**src/design/dpb_pkg.sv**
```systemverilog
// Shared types and constants for the depth pixel back-projection unit.
// Used by every module under design/; depends on nothing else.
// Holds widths, register codes, configuration and payload structs.
package dpb_pkg;

    // Pixel coordinate width; region registers share it
    localparam int COORD_BITS = 12;
    localparam int DEPTH_W    = 16;
    localparam int FOCAL_W    = 16;
    localparam int CENTRE_W   = 16;
    localparam int COLOUR_W   = 8;
    localparam int POINT_W    = 32;

    // Derived datapath widths
    localparam int SCALED_W = COORD_BITS + 4;
    localparam int DIFF_W   = ((SCALED_W > CENTRE_W) ? SCALED_W : CENTRE_W) + 1;
    localparam int ABS_W    = DIFF_W - 1;
    localparam int MAG_W    = ABS_W + DEPTH_W;
    localparam int DVD_W    = MAG_W + 4;

    // APB register file
    localparam int REG_COUNT = 8;
    localparam int IDX_W     = $clog2(REG_COUNT);
    localparam int ADDR_W    = IDX_W + 2;
    localparam int DATA_W    = 32;

    typedef enum logic [IDX_W-1:0] {
        REG_FOCAL_X,
        REG_FOCAL_Y,
        REG_CENTRE_X,
        REG_CENTRE_Y,
        REG_REGION_LEFT,
        REG_REGION_TOP,
        REG_REGION_WIDTH,
        REG_REGION_HEIGHT
    } dpb_reg_t;

    typedef struct packed {
        logic [FOCAL_W-1:0]    focal_x;
        logic [FOCAL_W-1:0]    focal_y;
        logic [CENTRE_W-1:0]   centre_x;
        logic [CENTRE_W-1:0]   centre_y;
        logic [COORD_BITS-1:0] region_left;
        logic [COORD_BITS-1:0] region_top;
        logic [COORD_BITS-1:0] region_width;
        logic [COORD_BITS-1:0] region_height;
    } dpb_cfg_t;

    typedef struct packed {
        logic [COORD_BITS-1:0] column;
        logic [COORD_BITS-1:0] row;
        logic [DEPTH_W-1:0]    depth_mm;
        logic [COLOUR_W-1:0]   blue;
        logic [COLOUR_W-1:0]   green;
        logic [COLOUR_W-1:0]   red;
        logic                  colour_present;
    } dpb_pixel_t;

    typedef struct packed {
        logic signed [POINT_W-1:0] point_x;
        logic signed [POINT_W-1:0] point_y;
        logic [DEPTH_W-1:0]        point_z;
        logic [COLOUR_W-1:0]       out_red;
        logic [COLOUR_W-1:0]       out_green;
        logic [COLOUR_W-1:0]       out_blue;
    } dpb_point_t;

    // One slot of the divider chain: flags, carried payload and both lanes.
    // dvd holds the remaining dividend bits and, shifted in at the bottom,
    // the quotient bits produced so far.
    typedef struct packed {
        logic                valid;
        logic                neg_x;
        logic                nz_x;
        logic                neg_y;
        logic                nz_y;
        logic [DEPTH_W-1:0]  point_z;
        logic [COLOUR_W-1:0] red;
        logic [COLOUR_W-1:0] green;
        logic [COLOUR_W-1:0] blue;
        logic [FOCAL_W-1:0]  rem_x;
        logic [DVD_W-1:0]    dvd_x;
        logic [FOCAL_W-1:0]  rem_y;
        logic [DVD_W-1:0]    dvd_y;
    } dpb_stage_t;

endpackage

```
**src/design/dpb_div_cell.sv**
```systemverilog
// One cell of the restoring divider chain: one quotient bit for x and y.
// Hands its slot to the next cell each advancing cycle. Depends on dpb_pkg.
module dpb_div_cell (
    input  logic                         clk,
    input  logic                         rst_n,
    input  logic                         advance,
    input  logic [dpb_pkg::FOCAL_W-1:0]  focal_x,
    input  logic [dpb_pkg::FOCAL_W-1:0]  focal_y,
    input  dpb_pkg::dpb_stage_t          stage_in,
    output dpb_pkg::dpb_stage_t          stage_out
);

    localparam int TW = dpb_pkg::FOCAL_W + 1;

    dpb_pkg::dpb_stage_t stage_reg, stage_next;
    logic [TW-1:0]       trial_x, trial_y;
    logic [TW-1:0]       diff_x, diff_y;
    logic                ge_x, ge_y;

    // Shift in the next dividend bit, subtract the divisor when it fits
    always_comb
    begin
        trial_x = {stage_in.rem_x, stage_in.dvd_x[dpb_pkg::DVD_W-1]};
        trial_y = {stage_in.rem_y, stage_in.dvd_y[dpb_pkg::DVD_W-1]};
        ge_x    = (trial_x >= TW'(focal_x));
        ge_y    = (trial_y >= TW'(focal_y));
        diff_x  = trial_x - TW'(focal_x);
        diff_y  = trial_y - TW'(focal_y);

        stage_next       = stage_in;
        stage_next.rem_x = ge_x ? diff_x[dpb_pkg::FOCAL_W-1:0]
                                : trial_x[dpb_pkg::FOCAL_W-1:0];
        stage_next.rem_y = ge_y ? diff_y[dpb_pkg::FOCAL_W-1:0]
                                : trial_y[dpb_pkg::FOCAL_W-1:0];
        stage_next.dvd_x = {stage_in.dvd_x[dpb_pkg::DVD_W-2:0], ge_x};
        stage_next.dvd_y = {stage_in.dvd_y[dpb_pkg::DVD_W-2:0], ge_y};
    end

    always_ff @(posedge clk or negedge rst_n)
    begin
        if (!rst_n)
        begin
            stage_reg <= '0;
        end
        else if (advance)
        begin
            stage_reg <= stage_next;
        end
    end

    assign stage_out = stage_reg;

endmodule

```
**config.mk**
```make
export PLATFORM = sky130hd
export DESIGN_NAME = dpb_div_cell
export DESIGN_NICKNAME = d
export VERILOG_FILES = /design/src/design/dpb_pkg.sv /design/src/design/dpb_div_cell.sv
export SDC_FILE = /design/constraint.sdc
export NUM_CORES = 1
export LEC_CHECK = 0
export BUFFER_PORTS_ARGS = -buffer_cell sky130_fd_sc_hd__buf_2
export CAP_MARGIN = 20
export CORE_AREA = 2 2 128 130
export DETAILED_ROUTE_END_ITERATION = 12
export DIE_AREA = 0 0 130 132
export GPL_TIMING_DRIVEN = 0
export HOLD_SLACK_MARGIN = 0.02
export PLACE_DENSITY = 0.88
export SLEW_MARGIN = 25
export SYNTH_ARGS = -nofsm -noshare
export SYNTH_HDL_FRONTEND = slang
export SYNTH_SLANG_ARGS = --single-unit
```
**constraint.sdc**
```tcl
create_clock -name clk -period 1.6 [get_ports clk]
set_input_delay 0.32 -clock clk [delete_from_list [all_inputs] [get_ports clk]]
set_output_delay 0.32 -clock clk [all_outputs]
set_load 0.01 [all_outputs]
```
---- Yosys cells after proc, flatten, opt, wreduce, memory -nomap -nowiden ----
Cells that the tools add are included.
word-level totals
  flip-flop bits (word level) ............. 149
  output and inout port bits .............. 149
  word-level logic and storage cells ...... 19
cells by class
  add/subtract/negate cells ............... 2
  muxes and demuxes ....................... 2
  $lt $le $gt $ge ......................... 2
operator list
  cell                                                            count
  17-bit by 16-bit greater-or-equal comparator with 1-bit output  2
  16-bit 2-to-1 mux                                               2
  16-bit subtractor                                               2

---- Longest topological paths before layout ----
  word-level depth ........................ 2
  mapped depth ............................ 12
  gate-level depth less buffers ........... 10

---- Least setup slack after synthesis ----
OpenSTA, ideal clock, no wires.
  path kind ............................... input port to flip-flop
  from .................................... input focal_x[12] (netlist name)
  to ...................................... register stage_reg, in the netlist stage_out[98]
  path slack .............................. -0.740 ns
  data required time ...................... 1.463 ns
  setup time .............................. 0.137 ns
  data arrival time ....................... 2.203 ns
  buffers on the path ..................... 2
  stages .................................. 11
  cells stage by stage .................... inv_1 ha_1 a21oi_1 o21bai_1 a21o_1 a2111oi_2 a21bo_1 buf_6 buf_6 mux2i_1 a21oi_1
on the way
  cells in the longest elaborated chain, start to end .. 2
ends and longest elaborated chain
  what                                                            RTL line            source
  start, declared                                                 dpb_div_cell.sv:7   input logic [dpb_pkg::FOCAL_W-1:0] focal_x,
  17-bit by 16-bit greater-or-equal comparator with 1-bit output  dpb_div_cell.sv:25  ge_x = (trial_x >= TW'(focal_x));
  16-bit 2-to-1 mux                                               dpb_div_cell.sv:31  stage_next.rem_x = ge_x ? diff_x[dpb_pkg::FOCAL_W-1:0]
  end signal, assigned                                            dpb_div_cell.sv:47  stage_reg <= stage_next;
  end, declared                                                   dpb_div_cell.sv:15  dpb_pkg::dpb_stage_t stage_reg, stage_next;
No other way between the ends.
A chain may end at the register's enable or synchronous reset.

---- Worst setup path in the final report ----
  from .................................... input focal_y[1] (netlist name)
  to ...................................... register stage_reg, in the netlist stage_out[48]
on the way
  cells in the longest elaborated chain, start to end .. 2
ends and longest elaborated chain
  what                                                                                                        RTL line                                source
  start, declared                                                                                             dpb_div_cell.sv:8                       input logic [dpb_pkg::FOCAL_W-1:0] focal_y,
  16-bit subtractor / 17-bit by 16-bit greater-or-equal comparator with 1-bit output (equally long branches)  dpb_div_cell.sv:28, dpb_div_cell.sv:26
  16-bit 2-to-1 mux *                                                                                         dpb_div_cell.sv:33                      stage_next.rem_y = ge_y ? diff_y[dpb_pkg::FOCAL_W-1:0]
Every way passes the cells marked *; elsewhere a longest branch is shown, timed or not.

==> impl_metrics.json <==
{
  "design_area_sq_um": 11700,
  "pin_count": 333,
  "grt_pass1_vias": 7184,
  "min_path_type": "primary input to register",
  "finalSetupViolCount": 34,
  "die_w_um": 130,
  "clock_latency_ns": 0.43,
  "cp.arrival_ns": 2.43,
  "vias": 7224,
  "final_cell_mix": "buf_2, dfrtp_1, mux2_2",
  "nFillCells": 988,
  "finalHoldViolCount": 0,
  "netlist-cell-type-count": 59,
  "synth_fa_ha_area_share_pct": 5.78,
  "wirelength_mm": 25.5,
  "ant_nets": 0,
  "violations": "negative setup slack",
  "wire_per_inst_um": 19.6,
  "required_ns": 1.89,
  "drt_iter0_drc": 438,
  "drv_slew": 0,
  "synthCells": 678,
  "fp-row-count": 46,
  "dieArea_sq_um": 17200,
  "skew_ns": 0,
  "crit_path_end_kind": "register",
  "maxCapViolCount": 0,
  "rsz0062_at_grt": "yes",
  "first_pass_iters": 6,
  "async_reset_ff_share_pct": 100,
  "place_area_sq_um": 10000,
  "clockBufferDepth": 2,
  "critPathKind": "primary input to register",
  "grt_max_degree": 77,
  "powerDensity_nw_per_um2": 1030,
  "numCtsBuffers": 17,
  "synth_edf_count": 0,
  "area_delta_synth_final_pct": 53.7,
  "hp-start": "stage_in[7]",
  "h-tree-depth": 4,
  "synthXorXnorAreaFrac_pct": 1.95,
  "synthFlopType": "dfrtp_1",
  "synthSimpleGateAreaFrac_pct": 9.02,
  "finalCritPeriodShare_pct": 134,
  "drive_above_1_share_pct": 60.9,
  "startpoint": "focal_y[1]",
  "utilization_pct": 74.5,
  "worst_pin_slew_ns": 0.739,
  "synth_area_sq_um": 7620,
  "avgSynthCellArea_sq_um": 11.2,
  "crit_fanout": 5,
  "startpoint_type": "primary input",
  "die_y_um": 132,
  "final_common_cell": "buf_2",
  "synth_compound_area_share_pct": 11.4,
  "antenna_found_initial": 1,
  "dp_hpwl_mm": 17.5,
  "avgViaCountPerCell": 5.53,
  "grt-ovfl-total": 0,
  "fin_ws_ns": -0.541,
  "largest_reg_flops": 149,
  "cts_sinks": 149,
  "globalplace.congestion": 0.873,
  "r2r-start": "stage_out[50]$_DFFE_PN0P_",
  "relSlewSlack_pct": 50.7,
  "status": "complete, but fails checks",
  "cts_tree": "done",
  "clk_pin_slew_ns": 0.06,
  "root_buffer": "clkbuf_16",
  "power_mw": 12.1,
  "p_leak_nw": 5.46,
  "yosysSeqAreaShare_pct": 49.0,
  "start_util_pct": 48.5,
  "layout.nets": 1295,
  "synth_fp_nets": 896,
  "synth-seq-cells": 149,
  "grt_pass1_wl_mm": 37.2,
  "drc": 0,
  "port_buffers": 331,
  "yosys-mux-area-fraction_pct": 19.0,
  "fmax_mhz": 467,
  "irDropWorstVdd_mv": 0.742,
  "grtUsageTotal_pct": 28.1,
  "period_needed_ns": 2.14,
  "synth_top_family_by_area": "multiplexers",
  "yosys_warnings": 0,
  "core_sq_um": 15700
}
area by class of cell:
| type | count | area (sq um) | share of cell area, % |
|---|---|---|---|
| antenna | 1 | 2.50 | 0.0214 |
| clock buffer | 17 | 425 | 3.63 |
| sequential | 149 | 3730 | 31.9 |
| multi-input combinational | 457 | 4410 | 37.7 |
| tap | 216 | 270 | 2.31 |
| clock inverter | 14 | 188 | 1.60 |
| buffer | 28 | 171 | 1.46 |
| inverter | 42 | 190 | 1.62 |
| timing repair buffer | 382 | 2320 | 19.8 |
cell usage after synthesis, drive strengths merged (2+ instances only):
cell | count | area [sq um]
nand3 | 14 | 75.1
nand4 | 3 | 18.8
nand2b | 6 | 37.5
dfrtp | 149 | 3730
a21oi | 39 | 195
o211ai | 4 | 30.0
ha | 32 | 400
nand2 | 34 | 128
mux2 | 115 | 1290
xor2 | 4 | 35.0
xnor2 | 13 | 114
and3 | 5 | 31.3
nor2 | 51 | 191
a211oi | 3 | 27.5
a31oi | 13 | 81.3
or4 | 2 | 15.0
nor2b | 8 | 50.1
mux2i | 15 | 150
o21a | 5 | 37.5
o31ai | 3 | 22.5
a21boi | 3 | 26.3
a2bb2oi | 4 | 35.0
o21ai | 27 | 139
fa | 2 | 40.0
buf | 9 | 61.3
nor3 | 11 | 55.1
or2 | 4 | 25.0
clkbuf | 21 | 80.1
o311ai | 3 | 26.3
a21o | 8 | 60.1
a211o | 2 | 17.5
nor3b | 2 | 15.0
o31a | 3 | 26.3
or3 | 3 | 18.8
inv | 42 | 158
a2111oi | 3 | 51.3
repair_timing:
action,CTS,global route
gates resized for setup,107,54
setup endpoints to repair,126,34
hold buffers,1,0
hold endpoints to repair,73,0
cloned,3,0
pin swaps,46,44
buffers inserted,31,18
path summary, 6_finish.rpt:
| path | end | slack (ns) | cells after the start |
|---|---|---|---|
| worst min register to register | stage_out[95]$_DFFE_PN0P_ | 0.50 | 2 |
| min in group asynchronous | stage_out[85]$_DFFE_PN0P_ | 0.42 | 2 |
| worst max-delay path | stage_out[48]$_DFFE_PN0P_ | -0.54 | 13 |
| worst max register to register | stage_out[50]$_DFFE_PN0P_ | 0.72 | 3 |
| max in group asynchronous | stage_out[74]$_DFFE_PN0P_ | 0.37 | 3 |
| worst min-delay path | stage_out[8]$_DFFE_PN0P_ | 0.12 | 2 |
through the flow:
| stage | worst slack [ns] | setup TNS (ns) | cells | hold WS (ns) |
|---|---|---|---|---|
| 6_report | -0.541 | -13.73 | 1306 | 0.121 |
| 5_1_grt | -0.563 | -15.07 | 1306 | 0.104 |
| 4_1_cts | -0.448 | -10.78 | 1289 | 0.108 |
| 3_3_place_gp | -2.00 | -373.83 | 1225 | 0.468 |
| 3_5_place_dp | -1.06 | -77.63 | 1226 | 0.323 |
| 2_1_floorplan | -0.561 | -15.51 | 678 | 0.0244 |
cell families (layout without fill, tap and decap cells):
logic type | after synthesis | in the layout
flops | 149 | 149
simple gates | 146 | 146
compound gates | 130 | 130
mux | 130 | 130
buf+inv | 72 | 483
fa+ha+maj | 34 | 34
xor+xnor | 17 | 17
other cells | 0 | 1
critical path, stage by stage:
cell and delay [ns]:
buf_8 0.11, inv_6 0.05, ha_4 0.19, nor2b_4 0.13, o211a_1 0.24, o21ai_4 0.17, a211oi_4 0.10, a2111oi_4 0.33
buf_4 0.19, buf_12 0.12, buf_8 0.13, mux2i_2 0.27, a21oi_1 0.09
power by group:
part | switching [mW] | leakage, nW | internal [mW]
Sequential | 0.233 | 1.73 | 4.22
Combinational | 1.71 | 3.43 | 1.66
Clock | 1.75 | 0.297 | 2.50
layer usage:
metal | up-vias | track usage (%) | wire length (um)
met5 | - | 0 | 0
met4 | 0 | 13.6 | 1280
met2 | 383 | 50.4 | 13400
li1 | 3228 | - | -
met1 | 3501 | 29.3 | 8820
met3 | 112 | 8.85 | 2080
No activity file was read; power rests on OpenSTA's default activity.
