### config.mk
export PLATFORM = sky130hd
export DESIGN_NAME = dpb_post
export DESIGN_NICKNAME = d
export VERILOG_FILES = /design/src/design/dpb_pkg.sv /design/src/design/dpb_post.sv
export SDC_FILE = /design/constraint.sdc
export NUM_CORES = 1
export LEC_CHECK = 0
export BUFFER_PORTS_ARGS = -buffer_cell sky130_fd_sc_hd__buf_4
export CAP_MARGIN = 25
export CELL_PAD_IN_SITES_DETAIL_PLACEMENT = 0
export CELL_PAD_IN_SITES_GLOBAL_PLACEMENT = 1
export CORE_ASPECT_RATIO = 2
export CORE_UTILIZATION = 30
export CTS_CLUSTER_SIZE = 28
export DETAILED_ROUTE_END_ITERATION = 16
export HOLD_SLACK_MARGIN = 0.02
export PLACE_DENSITY = 0.76
export SLEW_MARGIN = 5
export SYNTH_ARGS = -nofsm -noshare
export SYNTH_HDL_FRONTEND = slang
export SYNTH_SLANG_ARGS = --single-unit
### constraint.sdc
create_clock -name clk -period 0.8 [get_ports clk]
set_input_delay 0.12 -clock clk [delete_from_list [all_inputs] [get_ports clk]]
set_output_delay 0.12 -clock clk [all_outputs]
set_load 0.02 [all_outputs]
### src/design/dpb_pkg.sv
// Shared types and constants for the depth pixel back-projection unit.
// Used by every module under design/; depends on nothing else.
// Holds widths, register codes, configuration and payload structs.
package dpb_pkg;

    // Pixel coordinate width; region registers share it
    localparam int COORD_BITS = 12;
    localparam int DEPTH_W    = 16;
    localparam int FOCAL_W    = 16;
    localparam int CENTRE_W   = 16;
    localparam int COLOUR_W   = 8;
    localparam int POINT_W    = 32;

    // Derived datapath widths
    localparam int SCALED_W = COORD_BITS + 4;
    localparam int DIFF_W   = ((SCALED_W > CENTRE_W) ? SCALED_W : CENTRE_W) + 1;
    localparam int ABS_W    = DIFF_W - 1;
    localparam int MAG_W    = ABS_W + DEPTH_W;
    localparam int DVD_W    = MAG_W + 4;

    // APB register file
    localparam int REG_COUNT = 8;
    localparam int IDX_W     = $clog2(REG_COUNT);
    localparam int ADDR_W    = IDX_W + 2;
    localparam int DATA_W    = 32;

    typedef enum logic [IDX_W-1:0] {
        REG_FOCAL_X,
        REG_FOCAL_Y,
        REG_CENTRE_X,
        REG_CENTRE_Y,
        REG_REGION_LEFT,
        REG_REGION_TOP,
        REG_REGION_WIDTH,
        REG_REGION_HEIGHT
    } dpb_reg_t;

    typedef struct packed {
        logic [FOCAL_W-1:0]    focal_x;
        logic [FOCAL_W-1:0]    focal_y;
        logic [CENTRE_W-1:0]   centre_x;
        logic [CENTRE_W-1:0]   centre_y;
        logic [COORD_BITS-1:0] region_left;
        logic [COORD_BITS-1:0] region_top;
        logic [COORD_BITS-1:0] region_width;
        logic [COORD_BITS-1:0] region_height;
    } dpb_cfg_t;

    typedef struct packed {
        logic [COORD_BITS-1:0] column;
        logic [COORD_BITS-1:0] row;
        logic [DEPTH_W-1:0]    depth_mm;
        logic [COLOUR_W-1:0]   blue;
        logic [COLOUR_W-1:0]   green;
        logic [COLOUR_W-1:0]   red;
        logic                  colour_present;
    } dpb_pixel_t;

    typedef struct packed {
        logic signed [POINT_W-1:0] point_x;
        logic signed [POINT_W-1:0] point_y;
        logic [DEPTH_W-1:0]        point_z;
        logic [COLOUR_W-1:0]       out_red;
        logic [COLOUR_W-1:0]       out_green;
        logic [COLOUR_W-1:0]       out_blue;
    } dpb_point_t;

    // One slot of the divider chain: flags, carried payload and both lanes.
    // dvd holds the remaining dividend bits and, shifted in at the bottom,
    // the quotient bits produced so far.
    typedef struct packed {
        logic                valid;
        logic                neg_x;
        logic                nz_x;
        logic                neg_y;
        logic                nz_y;
        logic [DEPTH_W-1:0]  point_z;
        logic [COLOUR_W-1:0] red;
        logic [COLOUR_W-1:0] green;
        logic [COLOUR_W-1:0] blue;
        logic [FOCAL_W-1:0]  rem_x;
        logic [DVD_W-1:0]    dvd_x;
        logic [FOCAL_W-1:0]  rem_y;
        logic [DVD_W-1:0]    dvd_y;
    } dpb_stage_t;

endpackage

### src/design/dpb_post.sv
// Back end: sign, saturation and zero-focal handling, then the output register.
// Takes the last divider cell's slot. Depends on dpb_pkg.
module dpb_post (
    input  logic                         clk,
    input  logic                         rst_n,
    input  logic                         advance,
    input  logic [dpb_pkg::FOCAL_W-1:0]  focal_x,
    input  logic [dpb_pkg::FOCAL_W-1:0]  focal_y,
    input  dpb_pkg::dpb_stage_t          stage_in,
    output logic                         point_valid,
    output dpb_pkg::dpb_point_t          point
);

    localparam logic [dpb_pkg::POINT_W-1:0] SAT_MAX = {1'b0, {(dpb_pkg::POINT_W-1){1'b1}}};
    localparam logic [dpb_pkg::POINT_W-1:0] SAT_MIN = {1'b1, {(dpb_pkg::POINT_W-1){1'b0}}};

    logic                valid_reg;
    dpb_pkg::dpb_point_t point_reg, point_next;

    // Signed, saturated result from the quotient magnitude
    function automatic logic [dpb_pkg::POINT_W-1:0] finish(
        input logic [dpb_pkg::DVD_W-1:0]   quo,
        input logic                        neg,
        input logic                        nz,
        input logic [dpb_pkg::FOCAL_W-1:0] den
    );
        logic [dpb_pkg::POINT_W-1:0] res;
        begin
            if (!nz)
                res = '0;
            else if (den == '0)
                res = neg ? SAT_MIN : SAT_MAX;
            else if (!neg)
                res = (quo > dpb_pkg::DVD_W'(SAT_MAX)) ? SAT_MAX
                                                        : quo[dpb_pkg::POINT_W-1:0];
            else
                res = (quo > dpb_pkg::DVD_W'(SAT_MIN)) ? SAT_MIN
                                                        : -quo[dpb_pkg::POINT_W-1:0];
            return res;
        end
    endfunction

    always_comb
    begin
        point_next.point_x   = $signed(finish(stage_in.dvd_x, stage_in.neg_x,
                                              stage_in.nz_x, focal_x));
        point_next.point_y   = $signed(finish(stage_in.dvd_y, stage_in.neg_y,
                                              stage_in.nz_y, focal_y));
        point_next.point_z   = stage_in.point_z;
        point_next.out_red   = stage_in.red;
        point_next.out_green = stage_in.green;
        point_next.out_blue  = stage_in.blue;
    end

    // Output register: control
    always_ff @(posedge clk or negedge rst_n)
    begin
        if (!rst_n)
        begin
            valid_reg <= 1'b0;
        end
        else if (advance)
        begin
            valid_reg <= stage_in.valid;
        end
    end

    // Output register: payload
    always_ff @(posedge clk)
    begin
        if (advance)
        begin
            point_reg <= point_next;
        end
    end

    assign point_valid = valid_reg;
    assign point       = point_reg;

endmodule

== Word-level counts from Yosys, hierarchy flattened ==
Index checks and enable logic that the tools add are counted.
Word-level totals
  register bits after elaboration: 105
  bits in latches: 0
  bits in writable memories: 0
  ROM bits: 0
  bits of input ports: 184
  logic and storage cells: 25
  memories kept: 0
Cells by class
  $add $sub $neg: 2
  $mul: 0
  div/mod/pow operators: 0
  magnitude comparators: 4
  eq/ne operators: 0
  shift operators: 0
  multiplexer cells: 10
  bitwise logic cells: 0
  reduce and logical (&&, ||, !) cells: 2
Operators with widths (count)
  32-bit two-way mux: 10
  36-bit by 31-bit greater-than comparator with 1-bit output, second input constant: 2
  36-bit by 32-bit greater-than comparator with 1-bit output, second input constant: 2
  32-bit negation: 2
  16-bit zero test: 2

== Logic depth before layout (Yosys ltp) ==
  depth after elaboration: 4
  gate-level depth with buffers: 8

== Least setup slack after synthesis ==
OpenSTA, ideal clock, no wires.
  path kind: input -> register
  start point: input stage_in[8] in the netlist's numbering
  end point: register point_reg (netlist bit point[71]) (data pin)
  setup time: 0.261 ns
  arrival time: 1.905 ns
  slack: -1.366 ns
  stages: 6
  cell sequence: buf_2 -> or4_4 -> nor4_4 -> a31oi_2 -> clkbuf_1 -> o311a_1
On the way
  longest elaborated chain between the ends: 4
Ends and longest elaborated chain
  start: declaration: RTL line dpb_post.sv:9  | input dpb_pkg::dpb_stage_t stage_in,
  32-bit negation (tied with other cells): RTL line dpb_post.sv:38  | : -quo[dpb_pkg::POINT_W-1:0];
  32-bit two-way mux, on equally long branches: RTL line dpb_post.sv:37, dpb_post.sv:34
  32-bit two-way mux *: RTL line dpb_post.sv:33  | else if (!neg)
  32-bit two-way mux *: RTL line dpb_post.sv:31  | else if (den == '0)
  end signal: assignment: RTL line dpb_post.sv:73  | point_reg <= point_next;
  end: declaration: RTL line dpb_post.sv:18  | dpb_pkg::dpb_point_t point_reg, point_next;
Mark *: on every way between the ends. The rest lies on a longest branch, timed or not.
A chain may end at the register's enable or synchronous reset.

== Worst setup path in the final report ==
  start point: input stage_in[19] in the netlist's numbering
  end point: register point_reg (netlist bit point[54]) (data pin)
On the way
  longest elaborated chain between the ends: 4
Ends and longest elaborated chain (RTL line)
  36-bit by 31-bit greater-than comparator with 1-bit output or 36-bit by 32-bit greater-than comparator with 1-bit output (tied branches): dpb_post.sv:34, dpb_post.sv:37
  32-bit two-way mux, on equally long branches: dpb_post.sv:34, dpb_post.sv:37
  32-bit two-way mux *: dpb_post.sv:33
  32-bit two-way mux *: dpb_post.sv:31
Marks and branches as above.

==> impl_metrics.csv <==
group,metric,value,unit
outcome,status,"finished, violations left",
outcome,violations,"negative setup slack",
cells_and_area,nets,1292,
floorplanning,start_util,0.3062,
sta,finalSetupViolCount,170,
clock_network,cts-root-buf,"clkbuf_16",
flow_run,drv_cap,0,
synth,synth.avg_cell_area,10.07,sq um
sta,maxSlewHeadroom,0.6846,
sta,holdWs,0.07107,ns
clock_network,numClockSinks,105,
clock_network,clk_path_buf_depth,2,
setup_path,crit_type,"input port to flip-flop",
pwr,peakVddDrop,0.0009436,V
floorplanning,num_io_pins,289,
clock_network,cts_tree,"done",
placed_design,dp_slack,-1.445,ns
global_routing,grt_use_met1,0.2153,
pwr,powerDensity,1296,nW/um^2
sta,period_needed,1.809,ns
sta,fin_skew,0,ns
global_routing,grt_usage,0.2486,
floorplanning,fp.dieH,206.4,um
setup_path,required,1.02,ns
global_routing,gr-usage-met2,0.5193,
synth,yosysUniqueCellTypes,60,
placed_design,dpl.cell_count,1289,
synth,synth-edff-count,104,
synth,syn_inst,622,
cells_and_area,largest_reg_flops,104,
synth,yosysWarnings,0,
cells_and_area,drive_gt1_frac,0.5572,
sta,hold_viol,0,
placed_design,place_hpwl,19.74,mm
detailed_routing,dr_total_vias,7385,
clock_network,cts_max_level,3,
detailed_routing,drtIter0Drc,277,
cells_and_area,fin_cells,1377,
setup_path,end_kind,"flip-flop",
synth,yosysSeqAreaShare,0.5025,
setup_path,worst_setup_path_start_kind,"input port",
detailed_routing,wl_per_cell,19.56,um
synth,synth-seq-cells,105,
cells_and_area,area_growth,94.55,%
synth,async_flop_share,0.009524,
floorplanning,core,20460,sq um
placed_design,gp_congestion,0.9663,
sta,rsz0062_at_grt,"true",
detailed_routing,ant_nets,0,
sta,setup_slack,-1.009,ns
setup_path,rr_startpoint,"point_valid",
sta,tightest_slew,0.4688,ns
pwr,power_leakage,4.748,nW
clock_network,cts-buffers-inserted,9,
detailed_routing,drt_pass1_iterations,5,
global_routing,busiest_layer,"met2",
cells_and_area,final_area,12190,sq um
floorplanning,rows,74,
detailed_routing,drcViolationCount,0,
synth,synth_nets,808,
sta,maxSlewViolCount,0,
sta,fmaxAchievable,0.5529,GHz
floorplanning,die_w,104.2,um
global_routing,grt-ovfl-total,0,
global_routing,grt_pass1_wl,40.77,mm
clock_network,path_clk_slew,0.08,ns
synth,syn_area,6265,sq um
global_routing,grt_pass1_vias,7780,
detailed_routing,via_per_inst,5.363,
hold_path,hold_class,"input port to asynchronous set/reset pin",
placed_design,placedInstanceArea,10060,sq um
floorplanning,dieArea,21500,sq um
setup_path,arrival,2.02,ns
placed_design,portBuffers,256,
global_routing,antenna_found_initial,0,
pwr,finalPower,0.01579,W
setup_path,worstPathMaxFanout,7,
global_routing,grtUsageMet3,0.03721,
synth,synth-main-ff-cell,"edfxtp_1",
global_routing,grt_max_degree,42,
cells_and_area,antennaDiodeCount,0,
sta,period_share,2.261,
detailed_routing,wl,26.94,mm
clock_network,clock_latency,0.36,ns
setup_path,crit_path_start,"stage_in[19]",
-- where the power goes --
part / leakage, nW / switching [W] / internal (W)
Sequential: 1.02 / 0.000220 / 0.00655
Combinational: 3.59 / 0.00219 / 0.00240
Clock: 0.136 / 0.00225 / 0.00218
-- metal layers --
metal  routed length, um  share of wire
met1                8387           0.31
met2               15990           0.59
met3                1084          0.040
met4                1476          0.055
met5                   0              0
-- area by class of cell --
class	count	area, sq um
Clock inverter	6	53.80
Tap cell	266	332.8
Clock buffer	10	229.0
Multi-Input combinational cell	457	3641
Timing Repair Buffer	520	4733
Sequential cell	105	3149
Inverter	13	48.80
Fill cell	1708	8274
-- metrics by stage --
step | util | TNS (ns)
6_report | 0.5956 | -76.12
5_1_grt | 0.5956 | -82.20
4_1_cts | 0.5726 | -75.31
3_5_place_dp | 0.4914 | -87.32
3_3_place_gp | 0.4914 | -85.98
2_1_floorplan | - | -65.24
-- worst max-delay path, cell delays in order --
cell and delay, ns:
buf_4 0.12, or4_4 0.53, nor4_4 0.28, buf_4 0.19
a31oi_4 0.12, buf_4 0.20, or3_1 0.30, a21oi_1 0.17
-- synth_stat cells, types with 3 or more instances --
cell type | instances | area share
a211o_1 | 10 | 0.014
a211oi_1 | 20 | 0.024
a21oi_1 | 39 | 0.031
a311o_1 | 8 | 0.013
a311oi_1 | 5 | 0.0070
a31oi_1 | 9 | 0.0090
and2_1 | 6 | 0.0060
and3_1 | 3 | 0.0030
buf_1 | 4 | 0.0024
buf_2 | 3 | 0.0024
clkbuf_1 | 40 | 0.024
edfxtp_1 | 104 | 0.50
inv_1 | 11 | 0.0066
mux2_2 | 7 | 0.013
mux2i_1 | 6 | 0.0096
nand2_1 | 21 | 0.013
nand2b_1 | 5 | 0.0050
nand3_1 | 23 | 0.018
nand4_1 | 29 | 0.029
nor2_1 | 45 | 0.027
nor3_1 | 30 | 0.024
nor4_1 | 30 | 0.030
o211ai_1 | 15 | 0.018
o21a_1 | 27 | 0.032
o21ai_0 | 44 | 0.035
o31ai_1 | 3 | 0.0036
o41ai_1 | 3 | 0.0042
or2_2 | 5 | 0.0050
or3_1 | 19 | 0.019
or4_1 | 8 | 0.0096
-- kinds of logic (layout without fill, tap and decap cells) --
kind of cell / after synthesis / count (layout) / synth area share
flip-flops: 105 / 105 / 0.5025
AO/OA/AOI/OAI: 198 / 198 / 0.2149
XOR/XNOR: 2 / 2 / 0.002797
AND/OR/NAND/NOR: 241 / 242 / 0.2153
adder cells (fa/ha/maj): 2 / 2 / 0.003994
multiplexers: 13 / 13 / 0.02217
buffers and inverters: 61 / 549 / 0.03834
-- repair_timing --
item,4_1_cts,5_1_grt
pin swaps,46,49
endpoints found under the hold margin,42,0
setup endpoints to repair,169,170
gates resized for setup,193,82
setup buffers,16,14
hold buffers,42,0
gates cloned,2,1
-- worst paths after layout --
check | depth (start not counted) | slack, ns | end
setup / recovery | 8 | -1.01 | point[54]
hold / removal | 2 | 0.07 | point_valid
setup reg to reg | 2 | -0.13 | point_valid
hold reg to reg | 2 | 0.66 | point_valid
max in group asynchronous | 2 | 0.64 | point_valid
min in group clk | 2 | 0.09 | point[100]
-- layout by cell type (no fill, tap or decap), drive strengths merged, types with 10 or more instances in the layout --
cell type | netlist | routed
buf | 8 | 478
edfxtp | 104 | 104
nor2 | 45 | 45
o21ai | 44 | 44
dlygate4sd3 | 0 | 42
a21oi | 39 | 39
nor4 | 33 | 33
nor3 | 31 | 31
nand4 | 29 | 29
o21a | 27 | 27
nand3 | 23 | 23
nand2 | 21 | 22
a211oi | 20 | 20
or3 | 19 | 19
inv | 11 | 16
o211ai | 15 | 15
a211o | 10 | 10
clkbuf | 40 | 10
or4 | 10 | 10
a31oi | 10 | 10
No activity file was read; power rests on OpenSTA's default activity.
