==> src/design/dpb_pkg.sv <==
// Shared types and constants for the depth pixel back-projection unit.
// Used by every module under design/; depends on nothing else.
// Holds widths, register codes, configuration and payload structs.
package dpb_pkg;

    // Pixel coordinate width; region registers share it
    localparam int COORD_BITS = 12;
    localparam int DEPTH_W    = 16;
    localparam int FOCAL_W    = 16;
    localparam int CENTRE_W   = 16;
    localparam int COLOUR_W   = 8;
    localparam int POINT_W    = 32;

    // Derived datapath widths
    localparam int SCALED_W = COORD_BITS + 4;
    localparam int DIFF_W   = ((SCALED_W > CENTRE_W) ? SCALED_W : CENTRE_W) + 1;
    localparam int ABS_W    = DIFF_W - 1;
    localparam int MAG_W    = ABS_W + DEPTH_W;
    localparam int DVD_W    = MAG_W + 4;

    // APB register file
    localparam int REG_COUNT = 8;
    localparam int IDX_W     = $clog2(REG_COUNT);
    localparam int ADDR_W    = IDX_W + 2;
    localparam int DATA_W    = 32;

    typedef enum logic [IDX_W-1:0] {
        REG_FOCAL_X,
        REG_FOCAL_Y,
        REG_CENTRE_X,
        REG_CENTRE_Y,
        REG_REGION_LEFT,
        REG_REGION_TOP,
        REG_REGION_WIDTH,
        REG_REGION_HEIGHT
    } dpb_reg_t;

    typedef struct packed {
        logic [FOCAL_W-1:0]    focal_x;
        logic [FOCAL_W-1:0]    focal_y;
        logic [CENTRE_W-1:0]   centre_x;
        logic [CENTRE_W-1:0]   centre_y;
        logic [COORD_BITS-1:0] region_left;
        logic [COORD_BITS-1:0] region_top;
        logic [COORD_BITS-1:0] region_width;
        logic [COORD_BITS-1:0] region_height;
    } dpb_cfg_t;

    typedef struct packed {
        logic [COORD_BITS-1:0] column;
        logic [COORD_BITS-1:0] row;
        logic [DEPTH_W-1:0]    depth_mm;
        logic [COLOUR_W-1:0]   blue;
        logic [COLOUR_W-1:0]   green;
        logic [COLOUR_W-1:0]   red;
        logic                  colour_present;
    } dpb_pixel_t;

    typedef struct packed {
        logic signed [POINT_W-1:0] point_x;
        logic signed [POINT_W-1:0] point_y;
        logic [DEPTH_W-1:0]        point_z;
        logic [COLOUR_W-1:0]       out_red;
        logic [COLOUR_W-1:0]       out_green;
        logic [COLOUR_W-1:0]       out_blue;
    } dpb_point_t;

    // One slot of the divider chain: flags, carried payload and both lanes.
    // dvd holds the remaining dividend bits and, shifted in at the bottom,
    // the quotient bits produced so far.
    typedef struct packed {
        logic                valid;
        logic                neg_x;
        logic                nz_x;
        logic                neg_y;
        logic                nz_y;
        logic [DEPTH_W-1:0]  point_z;
        logic [COLOUR_W-1:0] red;
        logic [COLOUR_W-1:0] green;
        logic [COLOUR_W-1:0] blue;
        logic [FOCAL_W-1:0]  rem_x;
        logic [DVD_W-1:0]    dvd_x;
        logic [FOCAL_W-1:0]  rem_y;
        logic [DVD_W-1:0]    dvd_y;
    } dpb_stage_t;

endpackage

==> src/design/dpb_prep.sv <==
// Front end: region/depth filter, centre offset and depth multiply.
// Two register stages; feeds the first divider cell. Depends on dpb_pkg.
module dpb_prep (
    input  logic                clk,
    input  logic                rst_n,
    input  logic                advance,
    input  logic                pixel_valid,
    input  dpb_pkg::dpb_pixel_t pixel,
    input  dpb_pkg::dpb_cfg_t   cfg,
    output dpb_pkg::dpb_stage_t stage_out
);

    localparam int CW = dpb_pkg::COORD_BITS + 1;

    // Stage A registers
    logic                             a_valid_reg, a_valid_next;
    logic                             a_neg_x_reg, a_neg_x_next;
    logic                             a_nz_x_reg, a_nz_x_next;
    logic                             a_neg_y_reg, a_neg_y_next;
    logic                             a_nz_y_reg, a_nz_y_next;
    logic [dpb_pkg::ABS_W-1:0]        a_abs_x_reg, a_abs_x_next;
    logic [dpb_pkg::ABS_W-1:0]        a_abs_y_reg, a_abs_y_next;
    logic [dpb_pkg::DEPTH_W-1:0]      a_depth_reg;
    logic [dpb_pkg::COLOUR_W-1:0]     a_red_reg, a_green_reg, a_blue_reg;
    logic [dpb_pkg::COLOUR_W-1:0]     red_next, green_next, blue_next;

    // Stage B register and next value
    dpb_pkg::dpb_stage_t              b_reg, b_next;

    logic [dpb_pkg::DIFF_W-1:0]       diff_x, diff_y;
    logic [dpb_pkg::DIFF_W-1:0]       neg_diff_x, neg_diff_y;
    logic [dpb_pkg::SCALED_W-1:0]     scaled_x, scaled_y;
    logic                             in_cols, in_rows;
    logic [dpb_pkg::MAG_W-1:0]        mag_x, mag_y;

    // Filter and signed offset from the principal point
    always_comb
    begin
        in_cols = (pixel.column >= cfg.region_left) &&
                  (CW'(pixel.column) < CW'(cfg.region_left) + CW'(cfg.region_width));
        in_rows = (pixel.row >= cfg.region_top) &&
                  (CW'(pixel.row) < CW'(cfg.region_top) + CW'(cfg.region_height));
        a_valid_next = pixel_valid && (pixel.depth_mm != '0) && in_cols && in_rows;

        scaled_x   = {pixel.column, 4'b0000};
        scaled_y   = {pixel.row, 4'b0000};
        diff_x     = dpb_pkg::DIFF_W'(scaled_x) - dpb_pkg::DIFF_W'(cfg.centre_x);
        diff_y     = dpb_pkg::DIFF_W'(scaled_y) - dpb_pkg::DIFF_W'(cfg.centre_y);
        neg_diff_x = -diff_x;
        neg_diff_y = -diff_y;

        a_neg_x_next = diff_x[dpb_pkg::DIFF_W-1];
        a_neg_y_next = diff_y[dpb_pkg::DIFF_W-1];
        a_nz_x_next  = (diff_x != '0);
        a_nz_y_next  = (diff_y != '0);
        a_abs_x_next = a_neg_x_next ? neg_diff_x[dpb_pkg::ABS_W-1:0]
                                    : diff_x[dpb_pkg::ABS_W-1:0];
        a_abs_y_next = a_neg_y_next ? neg_diff_y[dpb_pkg::ABS_W-1:0]
                                    : diff_y[dpb_pkg::ABS_W-1:0];

        // White when no colour pixel
        red_next   = pixel.colour_present ? pixel.red   : '1;
        green_next = pixel.colour_present ? pixel.green : '1;
        blue_next  = pixel.colour_present ? pixel.blue  : '1;
    end

    // Stage A control
    always_ff @(posedge clk or negedge rst_n)
    begin
        if (!rst_n)
        begin
            a_valid_reg <= 1'b0;
        end
        else if (advance)
        begin
            a_valid_reg <= a_valid_next;
        end
    end

    // Stage A payload
    always_ff @(posedge clk)
    begin
        if (advance)
        begin
            a_neg_x_reg <= a_neg_x_next;
            a_nz_x_reg  <= a_nz_x_next;
            a_neg_y_reg <= a_neg_y_next;
            a_nz_y_reg  <= a_nz_y_next;
            a_abs_x_reg <= a_abs_x_next;
            a_abs_y_reg <= a_abs_y_next;
            a_depth_reg <= pixel.depth_mm;
            a_red_reg   <= red_next;
            a_green_reg <= green_next;
            a_blue_reg  <= blue_next;
        end
    end

    // |offset| * depth, then the extra x16 as four zero bits
    assign mag_x = dpb_pkg::MAG_W'(a_abs_x_reg) * dpb_pkg::MAG_W'(a_depth_reg);
    assign mag_y = dpb_pkg::MAG_W'(a_abs_y_reg) * dpb_pkg::MAG_W'(a_depth_reg);

    always_comb
    begin
        b_next.valid   = a_valid_reg;
        b_next.neg_x   = a_neg_x_reg;
        b_next.nz_x    = a_nz_x_reg;
        b_next.neg_y   = a_neg_y_reg;
        b_next.nz_y    = a_nz_y_reg;
        b_next.point_z = a_depth_reg;
        b_next.red     = a_red_reg;
        b_next.green   = a_green_reg;
        b_next.blue    = a_blue_reg;
        b_next.rem_x   = '0;
        b_next.dvd_x   = {mag_x, 4'b0000};
        b_next.rem_y   = '0;
        b_next.dvd_y   = {mag_y, 4'b0000};
    end

    // Stage B
    always_ff @(posedge clk or negedge rst_n)
    begin
        if (!rst_n)
        begin
            b_reg <= '0;
        end
        else if (advance)
        begin
            b_reg <= b_next;
        end
    end

    assign stage_out = b_reg;

endmodule

==> config.mk <==
export PLATFORM = sky130hd
export DESIGN_NAME = dpb_prep
export DESIGN_NICKNAME = d
export VERILOG_FILES = /design/src/design/dpb_pkg.sv /design/src/design/dpb_prep.sv
export SDC_FILE = /design/constraint.sdc
export NUM_CORES = 2
export LEC_CHECK = 0
export BUFFER_PORTS_ARGS = -buffer_cell sky130_fd_sc_hd__buf_2
export CORE_UTILIZATION = 50
export CTS_CLUSTER_DIAMETER = 80
export CTS_CLUSTER_SIZE = 40
export DETAILED_ROUTE_END_ITERATION = 8
export PLACE_DENSITY = 0.72
export RECOVER_POWER = 100
export SLEW_MARGIN = 10
export SYNTH_ARGS = -nofsm -noshare
export SYNTH_HDL_FRONTEND = slang
export SYNTH_SLANG_ARGS = --single-unit
==> constraint.sdc <==
create_clock -name clk -period 8.23 [get_ports clk]
set_input_delay 1.646 -clock clk [delete_from_list [all_inputs] [get_ports clk]]
set_output_delay 1.646 -clock clk [all_outputs]
set_load 0.005 [all_outputs]
## After elaboration in Yosys (flattened, before gate mapping)

Cells that the tools add are included.

| storage, ports and cells | value |
|---|---|
| register bits after elaboration | 186 |
| bits in latches | 0 |
| bits in writable memories | 0 |
| ROM bits | 0 |
| bits of input ports | 181 |
| output and inout bits | 149 |
| logic and storage cells | 44 |
| memories kept | 0 |

| operators by class | value |
|---|---|
| add/subtract/negate cells | 6 |
| multipliers | 2 |
| div/mod/pow operators | 0 |
| magnitude comparators | 4 |
| eq/ne operators | 0 |
| shift operators | 0 |
| mux-type cells | 2 |
| bitwise logic cells | 0 |
| reduce and logical (&&, ||, !) cells | 8 |

Operator list:

| operator | count |
|---|---|
| 16-bit by 16-bit multiplier with 32-bit output | 2 |
| 17-bit nonzero test | 2 |
| 16-bit by 16-bit subtractor with 17-bit output | 2 |
| 16-bit two-way mux | 2 |
| 16-bit negation | 2 |
| 12-bit by 12-bit adder with 13-bit output | 2 |
| 12-bit by 13-bit < comparator with 1-bit output | 2 |
| 12-bit greater-or-equal comparator | 2 |
| 16-bit nonzero test | 1 |
| 1-bit logical AND | 5 |

## Depth between registers and ports, before layout

| depth | value |
|---|---|
| depth in word-level cells | 5 |
| depth in mapped cells | 23 |
| gate-level depth less buffers | 22 |

## Worst setup path after synthesis

Ideal clock, no wire load.

| timing | value |
|---|---|
| kind | flip-flop to flip-flop |
| from | register a_abs_x_reg[10] in the netlist's numbering |
| to | register b_reg (netlist bit stage_out[86]) |
| library setup time | 0.125 ns |
| arrival time | 5.812 ns |
| data required time | 8.105 ns |
| setup slack | 2.293 ns |
| stages on the path, launching flop included | 21 |
| path buffers | 1 |
| period minus slack after synthesis | 5.937 ns |
| path through | edfxtp_1 clkbuf_1 nand2_1 fa_1 fa_1 fa_1 fa_1 inv_1 fa_1 inv_1 fa_1 inv_1 ha_1 a21o_1 o41ai_1 a21boi_0 a21oi_1 nor4b_1 a211oi_1 xnor2_1 mux2_2 |

| on the way | value |
|---|---|
| longest elaborated chain between the ends | 1 |

RTL lines:

| what | line | source |
|---|---|---|
| start: declaration | dpb_prep.sv:21 | `logic [dpb_pkg::ABS_W-1:0] a_abs_x_reg, a_abs_x_next;` |
| start signal: assignment | dpb_prep.sv:89 | `a_abs_x_reg <= a_abs_x_next;` |
| 16-bit by 16-bit multiplier with 32-bit output | dpb_prep.sv:99 | `assign mag_x = dpb_pkg::MAG_W'(a_abs_x_reg) * dpb_pkg::MAG_W'(a_depth_reg);` |
| end signal: assignment | dpb_prep.sv:128 | `b_reg <= b_next;` |
| end: declaration | dpb_prep.sv:28 | `dpb_pkg::dpb_stage_t b_reg, b_next;` |

No other way between the ends.
A chain may end at the register's enable or synchronous reset.

## Worst setup path in the final report

| timing | value |
|---|---|
| from | register a_depth_reg[2] in the netlist's numbering |
| to | register b_reg (netlist bit stage_out[29]) |

| on the way | value |
|---|---|
| longest elaborated chain between the ends | 1 |

RTL lines:

| what | line | source |
|---|---|---|
| start: declaration | dpb_prep.sv:23 | `logic [dpb_pkg::DEPTH_W-1:0] a_depth_reg;` |
| start signal: assignment | dpb_prep.sv:91 | `a_depth_reg <= pixel.depth_mm;` |
| 16-bit by 16-bit multiplier with 32-bit output | dpb_prep.sv:100 | `assign mag_y = dpb_pkg::MAG_W'(a_abs_y_reg) * dpb_pkg::MAG_W'(a_depth_reg);` |

No other way between the ends.

==> results.txt <==
The number of buffers added on ports came out at between 200 and 300. The number of sinks on the clock net came out at approximately 190. The min-delay analysis places its worst path in the category flop to flop. The post-placement cell count came out at between 3000 and 4000. The detailed router used layers up to and including met4. The maximum root-to-sink buffer count is 2. The main flop type after synthesis is dfrtp_1. The net count of the finished layout is 3995. The setup-violating endpoint count in the final report came out at 0. The number of register bits inferred by synthesis came out at approximately 190.

Final hold analysis gives a worst-case slack of about 0.47 ns. In this run the number of H-tree levels came out at 4. The startpoint of the lowest-slack hold path is a_green_reg[1]. Leaving out fill and tap cells, the most frequent cell in the layout is inv_1. The number of cells on the worst reg-to-reg path came out at 20. Clock-pin slew was measured on the worst setup and hold paths at about 0.08 ns. Setup repair after global routing left no endpoint under its margin. For this configuration, the core starts out at a cell density of 0.510. The worst setup slack before clock tree synthesis came out at 1.19 ns. The first detailed-routing pass took 5 iterations.

The largest area contributor in the synthesized netlist is fa_1. After detailed routing, the number of remaining DRC violations is 0. The endpoint identified for the worst register-to-register timing path is stage_out[29].

The register-to-register setup slack came out at 0.91 ns. The final non-filler cell total came out at about 3800. The via total after detailed routing is ~21000. The final setup skew came out at 0.0198 ns. At the end of routability-driven placement, the weighted congestion stood at roughly 0.86. Each instance of the synthesized netlist takes up on average 9.47 sq um.

The number of diodes added for antenna fixing came out at 0. The required time at the worst-slack endpoint is a little under 9 ns. The minimum period implied by the final worst setup slack is about 7.3 ns. In the synthesized netlist, the number of instances is between 2000 and 3000. For this run, the total global-route usage over all layers was measured as 0.242. The post-CTS setup repair buffer count came out at 0.

The critical-path maximum fanout came out at 24. The number of max-cap violations is 4. The post-synthesis cell type count is slightly below 70. The tree is rooted in a clkbuf_16. In the final routing, the length of wire on met1 measures roughly 27000 um. The global route total overflow came out at 0. After detailed routing, the met2 layer carries between 30000 and 40000 um of wire. For hold timing, the worst endpoint is stage_out[113].

The count of instances resized after the clock tree is built is 0. The flow ran to the end, but the final reports show violations. The share of cells above drive strength 1 came out at 0.103.

The checks that failed: max-capacitance violations, max-slew violations. The register with the most flip-flops in the layout has roughly 110 of them. The total CTS buffers is 17.

Counting instances, the worst hold path has a depth of 1. The number of nets still failing antenna checks after routing is 0. The most critical setup path has its startpoint at a_depth_reg[2]. The die boundary width came out at ~240 um. The final total negative setup slack is 0 ns. The startpoint type of the worst setup path is a flop. For this block, the initial DRC count from the detailed router was ~950. The post-detailed-routing wire length came out at 64200 um. In the finished design, the share of the clock period the worst path needs comes to 0.890. Static timing analysis puts the maximum clock frequency at approximately 140 MHz. The proportion of register bits with asynchronous set or reset after synthesis came out at 0.591.

By area the synthesized netlist is led by fa_1 (28%), ha_1 (14%), dfrtp_1 (9.9%), edfxtp_1 (8.2%), inv_1 (7.0%). Once routing completed, OpenROAD measured the worst setup slack at ~0.91 ns. The synthesized area came out at 27700 sq um.

The clock network latency to the later pin of the worst-skew pair came out at 0.50 ns. The number of global-route vias before repair came out at around 22000. In the routed layout, each cell is associated on average with a via count of roughly 5.4. Dividing the detail-routed wire length by the instance count gives roughly 17 um. The overall die area came out at 56300 sq um. The number of warnings reported in the yosys synthesis log is 0.

Entering global routing, the biggest net connects around 140 pins. The initial antenna violation count came out at 1. The number of hold buffers added after CTS was 0. The area fraction of the dominant cell type after synthesis came out at 0.282. After detailed routing, the met3 layer carries approximately 3800 um of wire. The wire length of the first global-routing pass is approximately 110000 um. The hold violation total from the final report is 0. At the pin with the least slew margin, the transition time is approximately 3.6 ns.

The HPWL after detailed placement came out at about 50000 um. Compared with the post-synthesis result, the final layout area differs by 8.39%. The worst setup path is captured at a flop.

The floorplan step set the die height to approximately 240 um. The boundary pin count is 330. Leaving out fill and tap cells, the most frequent cells in the layout are inv_1 (520), fa_1 (390), nand2_1 (345). The startpoint identified for the worst register-to-register timing path is a_depth_reg[2]. The standard cell core area came out at between 50000 and 60000 sq um. TritonCTS built the clock tree. The setup path with the least slack is of type flop to flop. The number of max-slew violations in the final report came out at between 300 and 400. The normalized max-slew margin is -1.40. The post-synthesis sequential area ratio is 0.182. Counting flops with a built-in enable in the synthesized netlist gives 76.

The data arrival time of the critical path came out at a little under 8 ns. After floorplanning, the core was divided into 85 placement rows.
## per-layer routing
metal	vias up	GRT usage
met1	10224	0.313
met4	0	0.0696
li1	9621	-
met2	575	0.417
met5	-	0
met3	80	0.0422
## critical path, cell delays in order (launching register included)
cell and delay, ns:
edfxtp_1 1.02, clkbuf_1 0.51, nand2_1 0.15, fa_1 0.52, fa_1 0.46, fa_1 0.52
fa_1 0.55, inv_1 0.05, fa_1 0.48, inv_1 0.06, fa_1 0.47, inv_1 0.05
ha_1 0.35, o21ai_0 0.12, a311oi_1 0.51, a31oi_1 0.24, and2_0 0.26, o21ai_4 0.23
a311oi_1 0.14, or4_1 0.48, nand4_1 0.10
## cell usage after synthesis, types with 46 or more instances
library cell and count:
dfrtp_1 110, xnor2_1 85, nor2_1 68, mux2_2 84, a21oi_1 88, inv_1 520, nand2_1 345, nand2b_1 46
o21ai_0 58, and2_1 241, fa_1 390, edfxtp_1 76, clkbuf_1 107, ha_1 304
## layout make-up
| cell class | instances | area (sq um) |
|---|---|---|
| clock buffer | 18 | 429 |
| fill | 4901 | 24200 |
| multi-input combinational | 2104 | 20100 |
| tap | 696 | 871 |
| timing repair buffer | 289 | 1400 |
| sequential | 186 | 5030 |
| inverter | 522 | 1960 |
| clock inverter | 14 | 201 |
## kinds of logic after synthesis
family / count (synthesis) / share of synthesized area
and+or+nand+nor: 844 / 0.155
adders and majority gates: 694 / 0.419
buffers and inverters: 673 / 0.0968
AOI/OAI and AO/OA: 325 / 0.0761
DFF: 186 / 0.182
xor gates and xnor gates: 115 / 0.0364
muxes: 86 / 0.0349
other: 1 / 0.000135
## worst max-delay path by stage
stage / end / slack [ns]
floorplan: stage_out[86] / 2.29
global placement: stage_out[86] / 1.26
detailed placement: stage_out[86] / 1.19
CTS: stage_out[86] / 1.16
global route: stage_out[139] / 0.40
finish: stage_out[29] / 0.91
## stage by stage
stage                     instance area (sq um)   util
after floorplan                           27800      -
after global placement                    29500  0.545
after detailed placement                  29500  0.545
after CTS                                 30200  0.556
after global routing                      30000  0.553
final                                     30000  0.553
Power is left out: the tool's default activity adds up to more than one toggle a clock period on the data nets, which glitch-free logic cannot reach.
